## src/hdl/dn2d_pkg.sv

```systemverilog
// dn2d_pkg: types, constants and small decode functions for the day number to date block.
// No dependencies; used by dn2d_ctrl, dn2d_dpath and day_number_to_date.
package dn2d_pkg;

	localparam int unsigned DAY_W   = 22;
	localparam int unsigned YEAR_W  = 14;
	localparam int unsigned MON_W   = 4;
	localparam int unsigned DOM_W   = 5;
	localparam int unsigned SHIFT_W = 3;

	localparam logic [DAY_W-1:0] DAYS_400Y = 22'd146097;
	localparam logic [DAY_W-1:0] DAYS_100Y = 22'd36524;
	localparam logic [DAY_W-1:0] DAYS_4Y   = 22'd1461;
	localparam logic [DAY_W-1:0] DAYS_1Y   = 22'd365;

	localparam logic [SHIFT_W-1:0] DIV100_LAST = 3'd1;
	localparam logic [SHIFT_W-1:0] DIV4_LAST   = 3'd4;
	localparam logic [SHIFT_W-1:0] DIV1_LAST   = 3'd1;

	localparam logic [MON_W-1:0] MONTH_JAN = 4'd1;
	localparam logic [MON_W-1:0] MONTH_DEC = 4'd12;

	typedef enum logic [2:0] {
		ST_IDLE,
		ST_CHECK,
		ST_D400,
		ST_D100,
		ST_D4,
		ST_D1,
		ST_MONTH,
		ST_DONE
	} state_t;

	typedef enum logic [1:0] {
		OP_NONE,
		OP_LOAD,
		OP_DIV,
		OP_MONTH
	} op_t;

	typedef enum logic [1:0] {
		PH_400,
		PH_100,
		PH_4,
		PH_1
	} phase_t;

	typedef struct packed {
		op_t                op;
		phase_t             phase;
		logic [SHIFT_W-1:0] shift;
	} cmd_t;

	typedef struct packed {
		logic invalid;
		logic month_more;
	} status_t;

	function automatic logic [DAY_W-1:0] phase_days(input phase_t ph);
		logic [DAY_W-1:0] d;
		unique case (ph)
			PH_400: d = DAYS_400Y;
			PH_100: d = DAYS_100Y;
			PH_4:   d = DAYS_4Y;
			PH_1:   d = DAYS_1Y;
			default: d = DAYS_1Y;
		endcase
		return d;
	endfunction

	function automatic logic [YEAR_W-1:0] phase_years(input phase_t ph);
		logic [YEAR_W-1:0] y;
		unique case (ph)
			PH_400: y = 14'd400;
			PH_100: y = 14'd100;
			PH_4:   y = 14'd4;
			PH_1:   y = 14'd1;
			default: y = 14'd1;
		endcase
		return y;
	endfunction

	function automatic logic [DOM_W-1:0] month_len(input logic [MON_W-1:0] m, input logic leap);
		logic [DOM_W-1:0] len;
		unique case (m) inside
			4'd1, 4'd3, 4'd5, 4'd7, 4'd8, 4'd10, 4'd12: len = 5'd31;
			4'd4, 4'd6, 4'd9, 4'd11:                   len = 5'd30;
			4'd2:                                      len = leap ? 5'd29 : 5'd28;
			default:                                   len = 5'd0;
		endcase
		return len;
	endfunction

endpackage

```

## src/hdl/dn2d_dpath.sv

```systemverilog
// dn2d_dpath: remainder, year, month and quotient registers with the shared subtractor.
// Depends on dn2d_pkg; driven by dn2d_ctrl through cmd_t, reports through status_t.
module dn2d_dpath #(
	parameter int unsigned MAX_YEAR = 9999
) (
	input  logic                          clk,
	input  logic [dn2d_pkg::DAY_W-1:0]    day_number,
	input  dn2d_pkg::cmd_t                cmd,
	output dn2d_pkg::status_t             status,
	output logic [dn2d_pkg::DOM_W-1:0]    day_of_month,
	output logic [dn2d_pkg::MON_W-1:0]    month,
	output logic [dn2d_pkg::YEAR_W-1:0]   year,
	output logic                          invalid
);

	localparam logic [dn2d_pkg::DAY_W-1:0] LAST_DAY = dn2d_pkg::DAY_W'(
		365 * MAX_YEAR + MAX_YEAR / 4 - MAX_YEAR / 100 + MAX_YEAR / 400);

	logic [dn2d_pkg::DAY_W-1:0]  r_q;
	logic [dn2d_pkg::YEAR_W-1:0] year_q;
	logic [dn2d_pkg::MON_W-1:0]  month_q;
	logic                        inv_q;
	logic [1:0]                  q100_q;
	logic [4:0]                  q4_q;
	logic [1:0]                  q1_q;

	logic [dn2d_pkg::DAY_W-1:0]  sub;
	logic [dn2d_pkg::YEAR_W-1:0] yrs;
	logic                        ge;
	logic                        leap;
	logic [dn2d_pkg::DOM_W-1:0]  mlen;

	// year = 400*q400 + 100*q100 + 4*q4 + q1 + 1
	assign leap = (q1_q == 2'd3) && ((q4_q != 5'd24) || (q100_q == 2'd3));
	assign mlen = dn2d_pkg::month_len(month_q, leap);
	assign sub  = dn2d_pkg::phase_days(cmd.phase) << cmd.shift;
	assign yrs  = dn2d_pkg::phase_years(cmd.phase) << cmd.shift;
	assign ge   = r_q >= sub;

	always_ff @(posedge clk) begin
		case (cmd.op)
			dn2d_pkg::OP_LOAD: begin
				r_q     <= day_number - dn2d_pkg::DAY_W'(1);
				inv_q   <= (day_number == '0) || (day_number > LAST_DAY);
				year_q  <= dn2d_pkg::YEAR_W'(1);
				month_q <= dn2d_pkg::MONTH_JAN;
				q100_q  <= '0;
				q4_q    <= '0;
				q1_q    <= '0;
			end
			dn2d_pkg::OP_DIV: begin
				if (ge) begin
					r_q    <= r_q - sub;
					year_q <= year_q + yrs;
				end
				case (cmd.phase)
					dn2d_pkg::PH_100: q100_q <= {q100_q[0], ge};
					dn2d_pkg::PH_4:   q4_q   <= {q4_q[3:0], ge};
					dn2d_pkg::PH_1:   q1_q   <= {q1_q[0], ge};
					default: ;
				endcase
			end
			dn2d_pkg::OP_MONTH: begin
				r_q     <= r_q - dn2d_pkg::DAY_W'(mlen);
				month_q <= month_q + dn2d_pkg::MON_W'(1);
			end
			default: ;
		endcase
	end

	assign status.invalid    = inv_q;
	assign status.month_more = (month_q < dn2d_pkg::MONTH_DEC) &&
		(r_q >= dn2d_pkg::DAY_W'(mlen));

	assign day_of_month = inv_q ? '0 : r_q[dn2d_pkg::DOM_W-1:0] + dn2d_pkg::DOM_W'(1);
	assign month        = inv_q ? '0 : month_q;
	assign year         = inv_q ? '0 : year_q;
	assign invalid      = inv_q;

endmodule

```

## src/hdl/dn2d_ctrl.sv

```systemverilog
// dn2d_ctrl: state machine sequencing load, block division steps and month stripping.
// Depends on dn2d_pkg; drives dn2d_dpath through cmd_t.
module dn2d_ctrl #(
	parameter int unsigned DIV400_STEPS = 5
) (
	input  logic              clk,
	input  logic              arst_n,
	input  logic              start,
	output logic              busy,
	output logic              done,
	input  dn2d_pkg::status_t status,
	output dn2d_pkg::cmd_t    cmd
);

	dn2d_pkg::state_t                 state_q, state_d;
	logic [dn2d_pkg::SHIFT_W-1:0]     step_q, step_d;

	always_ff @(posedge clk or negedge arst_n) begin
		if (!arst_n) begin
			state_q <= dn2d_pkg::ST_IDLE;
			step_q  <= '0;
		end else begin
			state_q <= state_d;
			step_q  <= step_d;
		end
	end

	always_comb begin
		state_d   = state_q;
		step_d    = step_q;
		cmd.op    = dn2d_pkg::OP_NONE;
		cmd.phase = dn2d_pkg::PH_400;
		cmd.shift = step_q;
		unique case (state_q)
			dn2d_pkg::ST_IDLE: begin
				if (start) begin
					cmd.op  = dn2d_pkg::OP_LOAD;
					state_d = dn2d_pkg::ST_CHECK;
				end
			end
			dn2d_pkg::ST_CHECK: begin
				step_d  = dn2d_pkg::SHIFT_W'(DIV400_STEPS - 1);
				state_d = status.invalid ? dn2d_pkg::ST_DONE : dn2d_pkg::ST_D400;
			end
			dn2d_pkg::ST_D400: begin
				cmd.op    = dn2d_pkg::OP_DIV;
				cmd.phase = dn2d_pkg::PH_400;
				if (step_q == '0) begin
					step_d  = dn2d_pkg::DIV100_LAST;
					state_d = dn2d_pkg::ST_D100;
				end else begin
					step_d = step_q - dn2d_pkg::SHIFT_W'(1);
				end
			end
			dn2d_pkg::ST_D100: begin
				cmd.op    = dn2d_pkg::OP_DIV;
				cmd.phase = dn2d_pkg::PH_100;
				if (step_q == '0) begin
					step_d  = dn2d_pkg::DIV4_LAST;
					state_d = dn2d_pkg::ST_D4;
				end else begin
					step_d = step_q - dn2d_pkg::SHIFT_W'(1);
				end
			end
			dn2d_pkg::ST_D4: begin
				cmd.op    = dn2d_pkg::OP_DIV;
				cmd.phase = dn2d_pkg::PH_4;
				if (step_q == '0) begin
					step_d  = dn2d_pkg::DIV1_LAST;
					state_d = dn2d_pkg::ST_D1;
				end else begin
					step_d = step_q - dn2d_pkg::SHIFT_W'(1);
				end
			end
			dn2d_pkg::ST_D1: begin
				cmd.op    = dn2d_pkg::OP_DIV;
				cmd.phase = dn2d_pkg::PH_1;
				if (step_q == '0) begin
					state_d = dn2d_pkg::ST_MONTH;
				end else begin
					step_d = step_q - dn2d_pkg::SHIFT_W'(1);
				end
			end
			dn2d_pkg::ST_MONTH: begin
				if (status.month_more) begin
					cmd.op = dn2d_pkg::OP_MONTH;
				end else begin
					state_d = dn2d_pkg::ST_DONE;
				end
			end
			dn2d_pkg::ST_DONE: begin
				state_d = dn2d_pkg::ST_IDLE;
			end
			default: begin
				state_d = dn2d_pkg::ST_IDLE;
			end
		endcase
	end

	assign busy = (state_q != dn2d_pkg::ST_IDLE);
	assign done = (state_q == dn2d_pkg::ST_DONE);

	a_start_busy: assert property (@(posedge clk) disable iff (!arst_n)
		start && !busy |=> busy && !done)
		else $error("accepted transaction did not start work");

	a_done_pulse: assert property (@(posedge clk) disable iff (!arst_n)
		done |=> !done && !busy)
		else $error("result strobe longer than one cycle");

	a_month_end: assert property (@(posedge clk) disable iff (!arst_n)
		(state_q == dn2d_pkg::ST_MONTH) && !status.month_more |=> done)
		else $error("month stripping ended without result");

	a_load_idle: assert property (@(posedge clk) disable iff (!arst_n)
		(cmd.op == dn2d_pkg::OP_LOAD) |-> $past(done) || $past(!busy))
		else $error("load issued while a transaction was in flight");

endmodule

```

## src/hdl/day_number_to_date.sv

```systemverilog
// day_number_to_date: top level, day ordinal to proleptic Gregorian day, month, year.
// Depends on dn2d_pkg, dn2d_ctrl and dn2d_dpath.
//
// channel   signals                                   handshake
// -------   ---------------------------------------   -----------------------------
// input     day_number                                start high while busy low
// result    day_of_month, month, year, invalid        done high for one cycle
//
// A transaction runs from the accepting edge to done through the check state, then
// ceil(log2(MAX_YEAR/400+1)) + 9 block division steps on the shared subtractor (14 at the
// default), then the month state, which strips whole months, then the done state.
// An invalid ordinal goes from check straight to done. busy is low again the cycle after
// done. Reset returns the controller to idle; the receiver cannot stall.
module day_number_to_date #(
	parameter int unsigned MAX_YEAR = 9999
) (
	input  logic                        clk,
	input  logic                        arst_n,
	input  logic                        start,
	output logic                        busy,
	input  logic [dn2d_pkg::DAY_W-1:0]  day_number,
	output logic                        done,
	output logic [dn2d_pkg::DOM_W-1:0]  day_of_month,
	output logic [dn2d_pkg::MON_W-1:0]  month,
	output logic [dn2d_pkg::YEAR_W-1:0] year,
	output logic                        invalid
);

	localparam int unsigned DIV400_STEPS =
		(MAX_YEAR / 400 < 1) ? 1 : $clog2(MAX_YEAR / 400 + 1);

	dn2d_pkg::cmd_t    cmd;
	dn2d_pkg::status_t status;

	dn2d_ctrl #(
		.DIV400_STEPS(DIV400_STEPS)
	) u_ctrl (
		.clk    (clk),
		.arst_n (arst_n),
		.start  (start),
		.busy   (busy),
		.done   (done),
		.status (status),
		.cmd    (cmd)
	);

	dn2d_dpath #(
		.MAX_YEAR(MAX_YEAR)
	) u_dpath (
		.clk          (clk),
		.day_number   (day_number),
		.cmd          (cmd),
		.status       (status),
		.day_of_month (day_of_month),
		.month        (month),
		.year         (year),
		.invalid      (invalid)
	);

endmodule

```

## config.mk

```make
export PLATFORM = sky130hd
export DESIGN_NAME = day_number_to_date
export DESIGN_NICKNAME = d
export VERILOG_FILES = /design/src/hdl/dn2d_pkg.sv /design/src/hdl/dn2d_dpath.sv /design/src/hdl/dn2d_ctrl.sv /design/src/hdl/day_number_to_date.sv
export SDC_FILE = /design/constraint.sdc
export NUM_CORES = 1
export LEC_CHECK = 0
export ABC_AREA = 1
export BUFFER_PORTS_ARGS = -buffer_cell sky130_fd_sc_hd__buf_2
export CAP_MARGIN = 10
export CORE_UTILIZATION = 40
export DETAILED_ROUTE_END_ITERATION = 6
export SKIP_CTS_REPAIR_TIMING = 1
export SLEW_MARGIN = 20
export SYNTH_ARGS = -nofsm -noshare
export SYNTH_HDL_FRONTEND = slang
export SYNTH_SLANG_ARGS = --single-unit
```

## constraint.sdc

```tcl
create_clock -name clk -period 11.7 [get_ports clk]
set_input_delay 0 -clock clk [delete_from_list [all_inputs] [get_ports clk]]
set_output_delay 0 -clock clk [all_outputs]
set_load 0.02 [all_outputs]
```

==> impl_results.md, run 1 <==
* Worst R2R Setup Slack at 6.47 ns
* Max frequency at between 150 and 200 MHz
* Nature of the critical path startpoint: register
* Slew HR at 31.4%
* Count of warnings emitted by yosys at 0
* RSZ-0062 raised after global routing: false
* Layout cell share with drive strength beyond 1 at 7.06%
* Data arrival at the endpoint of the critical path at 5.05 ns
* Die Wd at 137 um
* Transition time at the pin with the least slew margin at 1.03 ns
* TritonCTS clock tree: built
* Floorplan die area at between 15000 and 20000 um^2
* Flop and latch count out of synthesis at 56
* Wire length of the first global-routing pass at 32.6 mm
* Data required time at the worst endpoint at 11.52 ns
* Standard-cell rows at 48
* Remaining global-route overflow at 0
* Initial Utilization at between 40% and 50%
* Wire length per cell after detailed routing at 13.8 um
* Clk sinks at 56
* Number of buffers between clock root and the deepest sink at 2
* Clock insertion delay at the later pin of the skew report at 0.31 ns
* Drc violations at 0
* IO buf count at 50
* Avg Synthesized Cell Area at approximately 6.2 um^2
* HPWL after detailed placement at 16.5 mm
* Number of vias per cell at 5.05
* Biggest fanout along the worst timing path at 22
* Setup TNS at 0 ns
* Syn Std Cell Area at 7280 um^2
* Result of the run: finished clean
* Number of H-tree levels at 2
* Layout Nets at around 1300
* Area of the placeable core at roughly 18000 um^2
* Prevailing post-synth register cell: sky130_fd_sc_hd__edfxtp_1
* Vert. Die Dim at 137 um
* Number of max-cap violations at 0
* Ant. Diodes at 0
* Post-synthesis mux area share at 0.412%
* Class of the most critical hold timing path: in -> async
* Compound-cell area share of the yosys netlist at 10.7%
* Max-slew violation count at 0
* Fraction of synthesized cell area in xor and xnor cells at 5.05%
* First drt pass iteration count at 6
* Clock buffers created by TritonCTS at 5
* Final Cycle Share at about 45%
* Kind of end point of the critical path: register
* Area grow syn2layout at 7.85%
* Reg2reg path depth at 21
* Post-synthesis simple-gate area fraction at 38.6%
* Count of endpoints failing setup in the final report at 0
* Overall routed net length at roughly 20 mm
* Global router's overall resource usage at 22.2%
* Clock-pin slew reported for the worst setup and hold paths after clock tree synthesis at 0.08 ns
* Distinct cells, synth at 49
* Synthesized netlist cell count at between 1000 and 1500
* Count of boundary I/O pins at about 50
* Syn Nets at 1271
* Largest family of logic cells by synthesized area: simple AND/OR/NAND/NOR gates
* Antenna violations before repair at 0
* Share of synthesized flip-flops with an asynchronous set or reset at 10.7%
* Count of flip-flops with a built-in enable after synthesis at 50
* Final min period at between 5 and 6 ns
* Vias in the first global route at 6652
* Area share of fa/ha/maj cells after synthesis at 11.5%
* Number of hold-slack violations in the final timing report at 0
* Via count at around 7300
* Violation count after the first detailed-routing iteration at 541
* Largest net degree at the start of global routing at 34
* Worst reg2reg path endpoint: u_dpath.r_q[13]
* Remaining antenna violation count after routing at 0
* Root buffer cell: sky130_fd_sc_hd__clkbuf_16
* Launch instance of the worst register-to-register path: u_ctrl.state_q[1]
* Setup skew after layout at slightly below 0.008 ns
* Weighted congestion reported at the end of routability-driven placement at 0.927
* Share of synthesized area occupied by flip-flops and latches at 22.7%
* Type of the worst setup path: reg -> reg
layout by cell type, fill, tap and decap left out, drive strengths merged, types with 21 or more instances in the layout:
master	netlist	routed
a21oi	58	58
buf	11	52
edfxtp	50	50
ha	62	62
inv	180	181
nand2	340	340
nand3	89	89
nand4	21	21
nor2	173	173
o21ai	67	67
xor2	28	28
layer usage:
layer	wire (um)	GRT usage, %	share of wire (%)
met5	0	0	0
met4	437	6.35	2.2
met3	820	3.15	4.1
met2	8700	34.7	44
met1	9980	31.5	50
registers in the layout, summed over array words and instances (netlist names):
register,flops
u_ctrl.state_q,3
u_ctrl.step_q,3
u_dpath.invalid,1
u_dpath.month_q,4
u_dpath.q100_q,2
u_dpath.q1_q,2
u_dpath.q4_q,5
u_dpath.r_q,22
u_dpath.year_q,14
metrics by stage:
stage / instance area, um^2 / setup WS (ns) / util [%] / cells / hold slack [ns]
floorplan: 7280 / 7.63 / - / 1181 / -0.296
global placement: 7700 / 6.78 / 43.9 / 1434 / -0.159
detailed placement: 7700 / 6.56 / 43.9 / 1434 / -0.159
CTS: 7850 / 6.53 / 44.7 / 1442 / -0.494
global route: 7860 / 5.91 / 44.8 / 1443 / 0.0588
finish: 7860 / 6.47 / 44.8 / 1443 / 0.0414
how the worst max path moves through the flow:
stage,from,endpoint,depth (start not counted)
final,u_ctrl.state_q[1],u_dpath.r_q[13],21
after global routing,u_ctrl.state_q[1],u_dpath.r_q[13],21
after CTS,u_ctrl.state_q[1],u_dpath.r_q[0],21
after detailed placement,u_ctrl.state_q[1],u_dpath.r_q[21],21
after global placement,u_ctrl.state_q[1],u_dpath.r_q[21],21
after floorplan,u_ctrl.state_q[0],u_dpath.r_q[0],20
final cells by class:
type / count / area (um^2)
Multi-Input combinational cell: 921 / 4820
Inverter: 180 / 678
Clock buffer: 5 / 125
Timing Repair Buffer: 53 / 275
Tap cell: 225 / 282
Clock inverter: 3 / 21.3
Fill cell: 1923 / 9680
Sequential cell: 56 / 1650
logic make-up (layout without fill, tap and decap cells):
logic type	count (synthesis)	after routing
AO/OA/AOI/OAI	143	143
XOR/XNOR	42	42
buffers and inverters	204	241
flip-flops	56	56
adder cells (fa/ha/maj)	65	65
multiplexers	3	3
AND/OR/NAND/NOR	668	668
synth_stat cells (3+ instances only):
master	instances	area share (%)
sky130_fd_sc_hd__nand2_1	337	17
sky130_fd_sc_hd__inv_1	178	9.2
sky130_fd_sc_hd__nor2_1	167	8.6
sky130_fd_sc_hd__nand3_1	88	6.0
sky130_fd_sc_hd__o21ai_0	65	4.5
sky130_fd_sc_hd__ha_1	62	11
sky130_fd_sc_hd__a21oi_1	57	3.9
sky130_fd_sc_hd__edfxtp_1	50	21
sky130_fd_sc_hd__xor2_1	28	3.4
sky130_fd_sc_hd__nand4_1	21	1.8
sky130_fd_sc_hd__nor3_1	20	1.4
sky130_fd_sc_hd__xnor2_1	14	1.7
sky130_fd_sc_hd__clkbuf_1	13	0.67
sky130_fd_sc_hd__or2_2	11	0.94
sky130_fd_sc_hd__dfrtp_1	6	2.1
sky130_fd_sc_hd__nand3b_1	6	0.62
sky130_fd_sc_hd__nor2_2	5	0.43
sky130_fd_sc_hd__nor4_1	5	0.43
sky130_fd_sc_hd__buf_6	4	0.62
sky130_fd_sc_hd__o21bai_1	4	0.41
sky130_fd_sc_hd__a31oi_1	3	0.26
sky130_fd_sc_hd__buf_2	3	0.21
sky130_fd_sc_hd__fa_1	3	0.82
sky130_fd_sc_hd__mux2i_1	3	0.41
worst max-delay path: stages, from the launching register on:
cell and delay (ns):
sky130_fd_sc_hd__dfrtp_1 0.38, sky130_fd_sc_hd__inv_1 0.08, sky130_fd_sc_hd__ha_1 0.22, sky130_fd_sc_hd__nand2_1 0.10, sky130_fd_sc_hd__inv_1 0.05, sky130_fd_sc_hd__nor2_1 0.27
sky130_fd_sc_hd__inv_1 0.19, sky130_fd_sc_hd__ha_1 0.28, sky130_fd_sc_hd__inv_1 0.08, sky130_fd_sc_hd__nand2_1 0.07, sky130_fd_sc_hd__nand2_1 0.08, sky130_fd_sc_hd__o21ai_0 0.11
sky130_fd_sc_hd__or2_2 0.31, sky130_fd_sc_hd__ha_1 0.36, sky130_fd_sc_hd__nand2_1 0.10, sky130_fd_sc_hd__nand2_1 0.06, sky130_fd_sc_hd__a21oi_1 0.31, sky130_fd_sc_hd__o21ai_0 0.25
sky130_fd_sc_hd__nand3_1 0.12, sky130_fd_sc_hd__nand3_1 0.06, sky130_fd_sc_hd__o21ai_0 0.46, sky130_fd_sc_hd__nand2_1 0.77
Power of run 1 is not shown: default switching activity piles up to over one toggle a cycle in this logic, so the estimate is an artifact.
==> run 2, diff against run 1 <==
--- a/config.mk
+++ b/config.mk
@@ -5,7 +5,7 @@
 export SDC_FILE = /design/constraint.sdc
 export NUM_CORES = 1
 export LEC_CHECK = 0
-export ABC_AREA = 1
+export ABC_AREA = 0
 export BUFFER_PORTS_ARGS = -buffer_cell sky130_fd_sc_hd__buf_2
 export CAP_MARGIN = 10
 export CORE_UTILIZATION = 40
==> constraint.sdc (replaced) <==
create_clock -name clk -period 5.3 [get_ports clk]
set_input_delay 0 -clock clk [delete_from_list [all_inputs] [get_ports clk]]
set_output_delay 0 -clock clk [all_outputs]
set_load 0.02 [all_outputs]
==> impl_results.md, run 2 <==
* Kind of end point of the critical path: register
* Setup skew after layout at 0.00734 ns (-0.000523 ns)
* Synthesized netlist cell count at 817 (-31%)
* Remaining global-route overflow at 0 (unchanged)
* Post-Layout Cell Count at 1074 (-26%)
* Count of boundary I/O pins at 51 (unchanged)
* Cell chain of the critical path: inv_1, ha_1, nand2_1, nand2_1, inv_1, ha_1, nor2b_1, a21oi_1, a21boi_0, mux2i_1, ha_1, and2_1, a221o_1, a31oi_2, o211ai_1, o22ai_1, o21ai_4
* Clk sinks at 56 (unchanged)
* First element of the critical path: u_ctrl.state_q[1]
* CP peak stage delay at 0.41 ns (-0.36 ns)
* Cell type with the highest occurrence count on the critical path: sky130_fd_sc_hd__ha_1
* Critical path destination: u_dpath.r_q[21]
* Post-route worst setup slack at 0.524 ns (-5.94 ns)
* Slew HR at 48.5% (+17 points)
* Layout cell share with drive strength beyond 1 at 11.7% (+4.6 points)
* Combined flip-flop and latch cell area at 1650 um^2 (unchanged)
* Wire length of the first global-routing pass at 29.9 mm (-8.4%)
* Clock insertion delay at the later pin of the skew report at 0.31 ns (about the same)
* Biggest fanout along the worst timing path at 22 (unchanged)
* Top cells by count, synth: sky130_fd_sc_hd__nor2_1 (86), sky130_fd_sc_hd__nand2_1 (79), sky130_fd_sc_hd__ha_1 (62)
* Share of synthesized flip-flops with an asynchronous set or reset at 10.7% (unchanged)
* Standard cell with the maximum stage delay on the critical path: sky130_fd_sc_hd__dfrtp_1
* Count of endpoints failing setup in the final report at 0 (unchanged)
* Type of the worst setup path: reg -> reg
* Data required time at the worst endpoint at 5.30 ns (-6.22 ns)
* Highest-count cells in the layout ignoring fill and taps: sky130_fd_sc_hd__nor2_1 (86), sky130_fd_sc_hd__nand2_1 (79), sky130_fd_sc_hd__ha_1 (62)
* Count of warnings emitted by yosys at 0 (unchanged)
* Register bank with the most flops: u_dpath.r_q
* Number of buffers between clock root and the deepest sink at 2 (unchanged)
* Worst R2R Setup Slack at 0.52 ns (-5.94 ns)
* Count of flip-flops with a built-in enable after synthesis at 50 (unchanged)
* Syn Nets at 907 (-29%)
* Prevailing post-synth register cell: sky130_fd_sc_hd__edfxtp_1
* IO buf count at 50 (unchanged)
* Transition time at the pin with the least slew margin at 0.773 ns (-0.253 ns)
* Worst-case hold slack at 0.0441 ns (+0.00266 ns)
* First drt pass iteration count at 5 (-1)
* Largest net degree at the start of global routing at 43 (+26%)
* Most common library cell in the layout ignoring fill and taps: sky130_fd_sc_hd__nor2_1
* Largest registers ranked by flip-flop count: u_dpath.r_q x22, u_dpath.year_q x14, u_dpath.q4_q x5
* Number of hold-slack violations in the final timing report at 0 (unchanged)
* Final Cycle Share at 90.1% (+45 points)
* Max-slew violation count at 0 (unchanged)
* Cell type with the highest aggregate area in the netlist: sky130_fd_sc_hd__edfxtp_1
* RSZ-0062 raised after global routing: false
* Layout Nets at 947 (-28%)
* Area grow syn2layout at 10.4%
* Via count at 6138 (-16%)
* Flop and latch count out of synthesis at 56 (unchanged)
* Portion of synthesized cell area occupied by the leading cell type at 22.8% (+2.2 points)
* Number of max-cap violations at 0 (unchanged)
* Syn Std Cell Area at 6600 um^2 (-9.5%)
* Post-place setup slack at 0.336 ns (-6.23 ns)
* Violation count after the first detailed-routing iteration at 558 (+3.1%)
* HPWL after detailed placement at 14.2 mm (-14%)
* Vert. Die Dim at 130 um (-4.8%)
* Result of the run: finished clean
* Setup TNS at 0 ns (unchanged)
* Initial Utilization at 41.2% (-0.32 points)
* Root buffer cell: sky130_fd_sc_hd__clkbuf_16
* Top-count cell post-synth: sky130_fd_sc_hd__nor2_1
* Antenna violations before repair at 0 (unchanged)
* TritonCTS clock tree: built
* Avg Synthesized Cell Area at 8.07 um^2 (+31%)
* Nature of the critical path startpoint: register
* Standard-cell rows at 46 (-4.2%)
* Global router's overall resource usage at 22.5% (+0.32 points)
* Overall routed net length at 18.1 mm (-9.3%)
* Data arrival at the endpoint of the critical path at 4.77 ns (-0.28 ns)
* Remaining antenna violation count after routing at 0 (unchanged)
* Ant. Diodes at 0 (unchanged)
* Distinct cells, synth at 75 (+53%)
* Area occupied by multi-input gates at 4710 um^2 (-2.4%)
* Share of synthesized area occupied by flip-flops and latches at 25.0% (+2.4 points)
* Flip-flop count of the largest register after layout at 22 (unchanged)
* Wire length per cell after detailed routing at 16.8 um (+22%)
* Number of H-tree levels at 2 (unchanged)
* Ranking of synthesized cells by area: sky130_fd_sc_hd__edfxtp_1 (23%), sky130_fd_sc_hd__ha_1 (12%), sky130_fd_sc_hd__nor2_1 (4.9%)
* Number of placed instances, taps included at 1065 (-26%)
* Weighted congestion reported at the end of routability-driven placement at 0.877 (-5.4%)
* Max frequency at 209 MHz (+9.5%)
* Clock-pin slew reported for the worst setup and hold paths after clock tree synthesis at 0.08 ns (about the same)
* Vias in the first global route at 5746 (-14%)
* Reg2reg path depth at 17 (-19%)
* Drc violations at 0 (unchanged)
* Worst reg2reg path endpoint: u_dpath.r_q[21]
* Floorplan die area at 17000 um^2 (-9.3%)
* Area of the placeable core at 16000 um^2 (-8.8%)
* Class of the most critical hold timing path: in -> async
* Launch instance of the worst register-to-register path: u_ctrl.state_q[1]
* Clock buffers created by TritonCTS at 5 (unchanged)
* Die Wd at 130 um (-4.8%)
* Number of vias per cell at 5.72 (+13%)
* Final min period at 4.78 ns (-0.456 ns)
* Layout fillers at 1658 (-14%)
==> run 2: worst min-delay path by stage <==
| stage | startpoint | endpoint | slack [ns] | cells after the start |
|---|---|---|---|---|
| after floorplan | arst_n | u_ctrl.state_q[0] | -0.30 | 0 |
| after global placement | arst_n | u_ctrl.state_q[2] | -0.16 | 1 |
| after detailed placement | arst_n | u_ctrl.state_q[1] | -0.16 | 1 |
| after CTS | arst_n | u_ctrl.state_q[1] | -0.51 | 1 |
| after global routing | arst_n | u_ctrl.state_q[1] | 0.06 | 2 |
| final | arst_n | u_ctrl.state_q[1] | 0.04 | 2 |
==> run 2: routing by layer <==
metal / vias up / track usage (%) / part of all wire (%)
met1: 2878 / 31.6 / 48
met3: 14 / 3.18 / 5.2
met5: - / 0 / 0
met2: 149 / 36.3 / 45
li1: 3097 / - / -
met4: 0 / 5.95 / 1.6
==> run 2: cell type report <==
cell class	instances	area share [%]
repair buffers	66	5.12
clock buffers	6	1.77
multi-input cells	698	64.6
flip-flops and latches	56	22.7
inverters	30	1.55
clock inverters	2	0.533
well taps	216	3.71
==> run 2: worst max-delay path: cells and delay by family, from the launching register on <==
| family | cells | cell delay (ns) |
|---|---|---|
| AO/OA/AOI/OAI | 7 | 1.89 |
| adder cells (fa/ha/maj) | 3 | 1.03 |
| buffers and inverters | 2 | 0.22 |
| flip-flops | 1 | 0.41 |
| multiplexers | 1 | 0.13 |
| AND/OR/NAND/NOR | 4 | 0.76 |
==> run 2: logic make-up (layout without fill, tap and decap cells) <==
group,Yosys count,count (layout),synth area share (%)
and+or+nand+nor,337,337,26.3
DFF,56,56,25.0
adders and majority gates,65,65,12.7
muxes,15,15,2.35
xor gates and xnor gates,65,65,8.63
AOI/OAI and AO/OA,216,216,21.1
buffers and inverters,63,104,3.87
==> run 2: metrics by stage <==
step                util, %  area (um^2)
floorplan                 -         6600
global route           45.5         7280
global placement       44.3         7090
detailed placement     44.3         7090
CTS                    45.4         7260
finish                 45.5         7280
Power of run 2 is left out for the same reason.
